$ cat src/rtl/scm_pkg.sv
// ----------------------------------------------------------------------------
// scm_pkg
// shared types and constants of the stereo correlation meter
// ----------------------------------------------------------------------------
package scm_pkg;

    // fixed widths of the window sums and the energy product
    localparam int unsigned CROSS_W = 44;
    localparam int unsigned ENERGY_W = 43;
    localparam int unsigned PROD_W = 2 * ENERGY_W;
    localparam int unsigned ROOT_W = ENERGY_W;
    localparam int unsigned FRAC_BITS = 15;
    localparam int unsigned RESULT_W = 16;
    localparam int unsigned CFG_W = 13;
    localparam logic [CFG_W-1:0] WINDOW_RESET = 13'd1024;

    // commands from the controller to the datapath
    typedef struct packed {
        logic clear_start;   // start a clearing pass
        logic clear_step;    // write zeros at the clear address
        logic load;          // capture input word, issue history read
        logic update;        // update sums, write history, advance position
        logic mul_start;     // start energy product
        logic mul_step;      // one partial product step
        logic sqrt_start;
        logic sqrt_step;
        logic div_start;
        logic div_step;
        logic finish;        // form the result word
    } t_cmd;

    // status from the datapath to the controller
    typedef struct packed {
        logic clear_done;
        logic mul_done;
        logic sqrt_done;
        logic div_done;
        logic zero_energy;
        logic skip_div;
    } t_status;

endpackage

$ cat src/rtl/scm_ctrl.sv
// ----------------------------------------------------------------------------
// scm_ctrl
// sequencer for clearing, sum update, product, root, divide and output word
// ----------------------------------------------------------------------------
module scm_ctrl (
    input  logic             i_clk,
    input  logic             i_rst_n,
    input  scm_pkg::t_status i_status,
    input  logic             i_cfg_we,
    input  logic             i_in_valid,
    output logic             o_in_stall,
    output logic             o_out_valid,
    input  logic             i_out_stall,
    output logic             o_cfg_ready,
    output scm_pkg::t_cmd    o_cmd
);

    typedef enum logic [8:0] {
        S_CLEAR = 9'b000000001,
        S_IDLE  = 9'b000000010,
        S_READ  = 9'b000000100,
        S_UPD   = 9'b000001000,
        S_MUL   = 9'b000010000,
        S_SQRT  = 9'b000100000,
        S_DIV   = 9'b001000000,
        S_FIN   = 9'b010000000,
        S_OUT   = 9'b100000000
    } t_state;

    t_state r_state, n_state;
    logic r_out_valid;

    // output word holding register flag
    always_ff @(posedge i_clk) begin
        if (!i_rst_n) begin
            r_out_valid <= 1'b0;
        end else if (r_state == S_FIN) begin
            r_out_valid <= 1'b1;
        end else if (!i_out_stall) begin
            r_out_valid <= 1'b0;
        end
    end

    always_ff @(posedge i_clk) begin
        if (!i_rst_n) begin
            r_state <= S_CLEAR;
        end else begin
            r_state <= n_state;
        end
    end

    // next state and commands
    always_comb begin
        n_state = r_state;
        o_cmd = '0;
        o_cmd.clear_start = i_cfg_we;
        unique case (r_state)
            S_CLEAR: begin
                o_cmd.clear_step = 1'b1;
                if (i_status.clear_done && !i_cfg_we) begin
                    n_state = S_IDLE;
                end
            end
            S_IDLE: begin
                if (i_cfg_we) begin
                    n_state = S_CLEAR;
                end else if (i_in_valid && !r_out_valid) begin
                    o_cmd.load = 1'b1;
                    n_state = S_READ;
                end
            end
            S_READ: n_state = S_UPD;
            S_UPD: begin
                o_cmd.update = 1'b1;
                n_state = S_MUL;
            end
            S_MUL: begin
                if (!i_status.mul_done) begin
                    o_cmd.mul_step = 1'b1;
                end
                if (i_status.mul_done) begin
                    o_cmd.sqrt_start = 1'b1;
                    n_state = S_SQRT;
                end
            end
            S_SQRT: begin
                o_cmd.sqrt_step = 1'b1;
                if (i_status.sqrt_done) begin
                    o_cmd.div_start = 1'b1;
                    n_state = S_DIV;
                end
            end
            S_DIV: begin
                if (i_status.zero_energy || i_status.skip_div || i_status.div_done) begin
                    n_state = S_FIN;
                end else begin
                    o_cmd.div_step = 1'b1;
                end
            end
            S_FIN: begin
                o_cmd.finish = 1'b1;
                n_state = S_OUT;
            end
            S_OUT: n_state = S_IDLE;
            default: n_state = S_CLEAR;
        endcase
        if (r_state == S_UPD) begin
            o_cmd.mul_start = 1'b1;
        end
    end

    assign o_in_stall = !(r_state == S_IDLE && !r_out_valid && !i_cfg_we);
    assign o_out_valid = r_out_valid;
    assign o_cfg_ready = (r_state == S_IDLE) || (r_state == S_CLEAR);

`ifndef SYNTHESIS
    // no word taken while a result waits
    a_no_accept_busy: assert property (@(posedge i_clk) disable iff (!i_rst_n)
        r_out_valid |-> o_in_stall)
        else $error("input taken while result pending");
    // an accepted word leads through the read state to the sum update
    a_accept_upd: assert property (@(posedge i_clk) disable iff (!i_rst_n)
        (i_in_valid && !o_in_stall) |=> ##1 (r_state == S_UPD))
        else $error("update not issued");
    // result flag rises only after the finish step
    a_out_after_fin: assert property (@(posedge i_clk) disable iff (!i_rst_n)
        $rose(r_out_valid) |-> $past(r_state == S_FIN))
        else $error("result without finish");
`endif

endmodule

$ cat config.mk
export PLATFORM = sky130hd
export DESIGN_NAME = scm_ctrl
export DESIGN_NICKNAME = d
export VERILOG_FILES = /design/src/rtl/scm_pkg.sv /design/src/rtl/scm_ctrl.sv
export SDC_FILE = /design/constraint.sdc
export NUM_CORES = 1
export LEC_CHECK = 0
export ABC_AREA = 0
export CORE_AREA = 4 4 41 43
export DETAILED_ROUTE_END_ITERATION = 8
export DIE_AREA = 0 0 45 47
export DONT_BUFFER_PORTS = 1
export GPL_ROUTABILITY_DRIVEN = 0
export PLACE_DENSITY = 0.64
export SKIP_CTS_REPAIR_TIMING = 1
export SLEW_MARGIN = 25
export SYNTH_ARGS = -nofsm -noshare
export SYNTH_HDL_FRONTEND = slang
export SYNTH_SLANG_ARGS = --single-unit
$ cat constraint.sdc
create_clock -name i_clk -period 2 [get_ports i_clk]
set_input_delay 0.1 -clock i_clk [delete_from_list [all_inputs] [get_ports i_clk]]
set_output_delay 0.1 -clock i_clk [all_outputs]
set_load 0.05 [all_outputs]
==> metrics list <==
- The wire-length estimate of the detail-placed layout is approximately 1300 um.
* Final count of hold timing violations: 0
- Fin area: approximately 950 um^2
- Global-route congestion overflow total: 0
* Worst Setup Slack, final: -0.2623 ns
- After global routing, the most crowded layer is met2.
- Of the post-synthesis cell area, the dominant cell type holds around 31%.
- Synthesized area per cell: 7.893 um^2
- By instance count, the leading cell after synthesis is sky130_fd_sc_hd__dfxtp_1.
- CTS placed an instance of sky130_fd_sc_hd__clkbuf_4 at the clock tree root.
- The tightest min-delay check is of the input pin to register type.
* Violations in the final reports: setup timing
- Detail-routed net length per standard cell: 14.94 um
- Portion of the clock cycle consumed by the worst path in the final layout: 113.1%
- For this run, the leading register cell type out of synthesis is sky130_fd_sc_hd__dfxtp_1.
* Area growth from synthesis to layout: 48.14%
- Clk pin slew, worst setup/hold paths: around 0.07 ns
- Largest area contributor in the netlist: sky130_fd_sc_hd__dfxtp_1
- Detailed-routing iteration count for the pre-antenna-repair pass: 5
* Overall global routing resource usage: 16.72%
* Cell area after placement: ~860 um^2
- Critical path launch point type: register
- Cell depth of the worst hold path: 2
- Largest vdd supply drop: 0.3548 mV
- Number of DRC markers after the initial detailed-route iteration: 23
- 25 I/O pins were placed.
* Maxcap violations: 0
- In the global route stage, met3 resource usage came out at under 10%.
- Die Outline Area: 0.002115 mm^2
- Setup violations remaining at the end of the flow were counted as 3.
* Startpoint of the lowest-slack hold path: i_cfg_we
- Vias per inst: approximately 5.8
* Largest net degree at the start of global routing: 11
* Startpoint of the lowest-slack register-to-register path: r_state[0]$_SDFFE_PN1P_
- Number of clock buffers inserted by TritonCTS: 3
- Measured against its own limit, the worst slew margin works out to between 70 and 80%.
- Status: finished, violations left
- From left edge to right edge, the die measures roughly 45 um.
- In this run the critical register-to-register path is captured at r_state[8]$_SDFFE_PN0P_.
- Clock tree synthesis found a total of 10 sinks.
- The floorplan has 13 rows.
- The routed design has ~1700 um of wire.
* Arrival time of data at the critical path endpoint: about 2.2 ns
- GR met2 Demand/Resource: a little over a quarter
- The commonest cells after synthesis are sky130_fd_sc_hd__dfxtp_1, sky130_fd_sc_hd__nor2_1, sky130_fd_sc_hd__nand2b_1.
* CP Max Fanout: 3
- Post-placement worst setup slack: approximately 0.027 ns
* Number of placed instances with taps included: between 100 and 150
- The via count of the first global-routing pass was between 600 and 700.
- The repair_antennas step left the layout with diodes totalling 0.
* Number of pins exceeding their max-slew limit in the final report: 0
- Clock tree from TritonCTS: done
- Reg2Reg Depth: 4
- Based on the critical path, the design can be clocked at up to about 440 MHz.
- Hold slack final: ~0.025 ns
- The synthesized netlist occupies a cell area of 639.4 um^2.
- Deepest clock path buffer count: 2
- The worst setup path is of the register to output pin kind.
- Synthesis produced a netlist with a net count of 92.
- For this design the static power due to leakage is 0.3664 nW.
- Final nets: about 110
* Number of flops mapped to enable cells by yosys: 0
- In the synthesized netlist the async set-or-reset flop fraction comes to 0%.
- Initial Utilization: 49.13%
- Die height: 47 um
- Final period demand of the worst path: approximately 2.3 ns
- Transition time of the tightest slew-check pin: around 0.39 ns
* Remaining DRCs: 0
- The netlist uses 30 different library cells.
- After synthesis, flip-flops and latches occupy 31.31% of the total area.
- The first global-routing pass estimated 2553 um of wire.
- STA puts the critical path data required time at roughly 1.9 ns.
- Fraction of final layout cells sized beyond drive strength 1: between 40% and 50%
- Cell area power density: 522.8 mW/mm^2
* Count of mapped cells out of synthesis: 81
* Non-filler instance count after layout: ~120
- Number of buffers added on ports: 0
* Setup skew after layout: between 0.002 and 0.003 ns
- FF+latch count, synth: 10
- Setup repair after global routing could not meet its margin everywhere.
- For hold timing, the worst endpoint is r_state[2]$_SDFFE_PN0P_.
- Largest cells by area after synthesis: sky130_fd_sc_hd__dfxtp_1, sky130_fd_sc_hd__nand2b_1, sky130_fd_sc_hd__nor2_1, sky130_fd_sc_hd__nor4_1, sky130_fd_sc_hd__nor2b_1
- Number of H-tree levels: 1
- Yosys printed 0 warnings.
* Vias: between 600 and 700
* Met1 demand-to-capacity share in global routing: a little over a fifth
- Crit. End Element: output pin
- Register-to-Register Setup Slack: ~0.11 ns
- In this run the remaining antenna-violating nets after routing total 0.
- Insertion delay to the later sink of the worst-skew pair: roughly 0.27 ns
- The initial antenna violation count was 0.
- The region available for standard cell placement spans roughly 0.0013 mm^2.
area by class of cell:
type	count	area (um^2)
timing repair buffer	20	192.7
multi-input combinational	65	480.5
tap	15	18.77
sequential	10	203.9
inverter	3	15.01
fill	108	354.1
clock buffer	4	36.28
registers in the layout (all words and copies together), names as in the netlist:
register	count
o_out_valid	1
r_state	9
layer usage:
layer,wire length [um],vias to the layer above
li1,-,340
met1,807,311
met2,841,24
met3,94,2
met4,4,0
met5,0,-
through the flow:
step	utilization, %	power [W]	TNS [ns]
floorplan	-	0.0002806	-0.4196
global placement	65.87	0.0003008	0
global route	72.79	0.0005089	-0.7728
CTS	68.65	0.0004891	-0.9614
detailed placement	65.87	0.0003018	0
finish	72.79	0.0004951	-0.5922
worst max-delay path, cell delays in order (launching register included):
cell and delay, ns:
sky130_fd_sc_hd__dfxtp_2 0.33, sky130_fd_sc_hd__or3_4 0.39, sky130_fd_sc_hd__or4_4 0.42, sky130_fd_sc_hd__or4b_4 0.53
sky130_fd_sc_hd__clkinvlp_4 0.22
cell usage in the layout (no fill, tap or decap), types with 4 or more instances in the layout:
cell / count
sky130_fd_sc_hd__a21oi_1: 4
sky130_fd_sc_hd__nand2_1: 6
sky130_fd_sc_hd__dfxtp_1: 7
sky130_fd_sc_hd__nor2b_1: 4
sky130_fd_sc_hd__buf_4: 15
sky130_fd_sc_hd__nor2_1: 7
sky130_fd_sc_hd__nand2b_1: 7
report_power, final:
| part | leakage, nW | switching [W] | internal, W |
|---|---|---|---|
| sequential | 0.0816 | 0.00000256 | 0.000203 |
| combinational | 0.264 | 0.0000569 | 0.0000430 |
| clock | 0.0210 | 0.0000795 | 0.000111 |
logic make-up after synthesis:
kind of cell    Yosys count  share of synthesized area, %
xor+xnor                  1                         1.370
flops                    10                         31.31
compound gates           17                         18.79
simple gates             47                         43.83
buf+inv                   6                         4.695
how the worst max path moves through the flow:
stage	startpoint	endpoint	slack, ns
2_1_floorplan	r_state[0]$_SDFFE_PN1P_	o_cmd[7]	-0.29
3_3_place_gp	r_state[0]$_SDFFE_PN1P_	o_cmd[0]	0.06
3_5_place_dp	r_state[0]$_SDFFE_PN1P_	o_cmd[0]	0.03
4_1_cts	r_state[0]$_SDFFE_PN1P_	o_cmd[0]	-0.28
5_1_grt	r_state[0]$_SDFFE_PN1P_	o_cmd[0]	-0.30
6_report	r_state[0]$_SDFFE_PN1P_	o_cmd[0]	-0.26
Power figures use the tool's default switching activity.
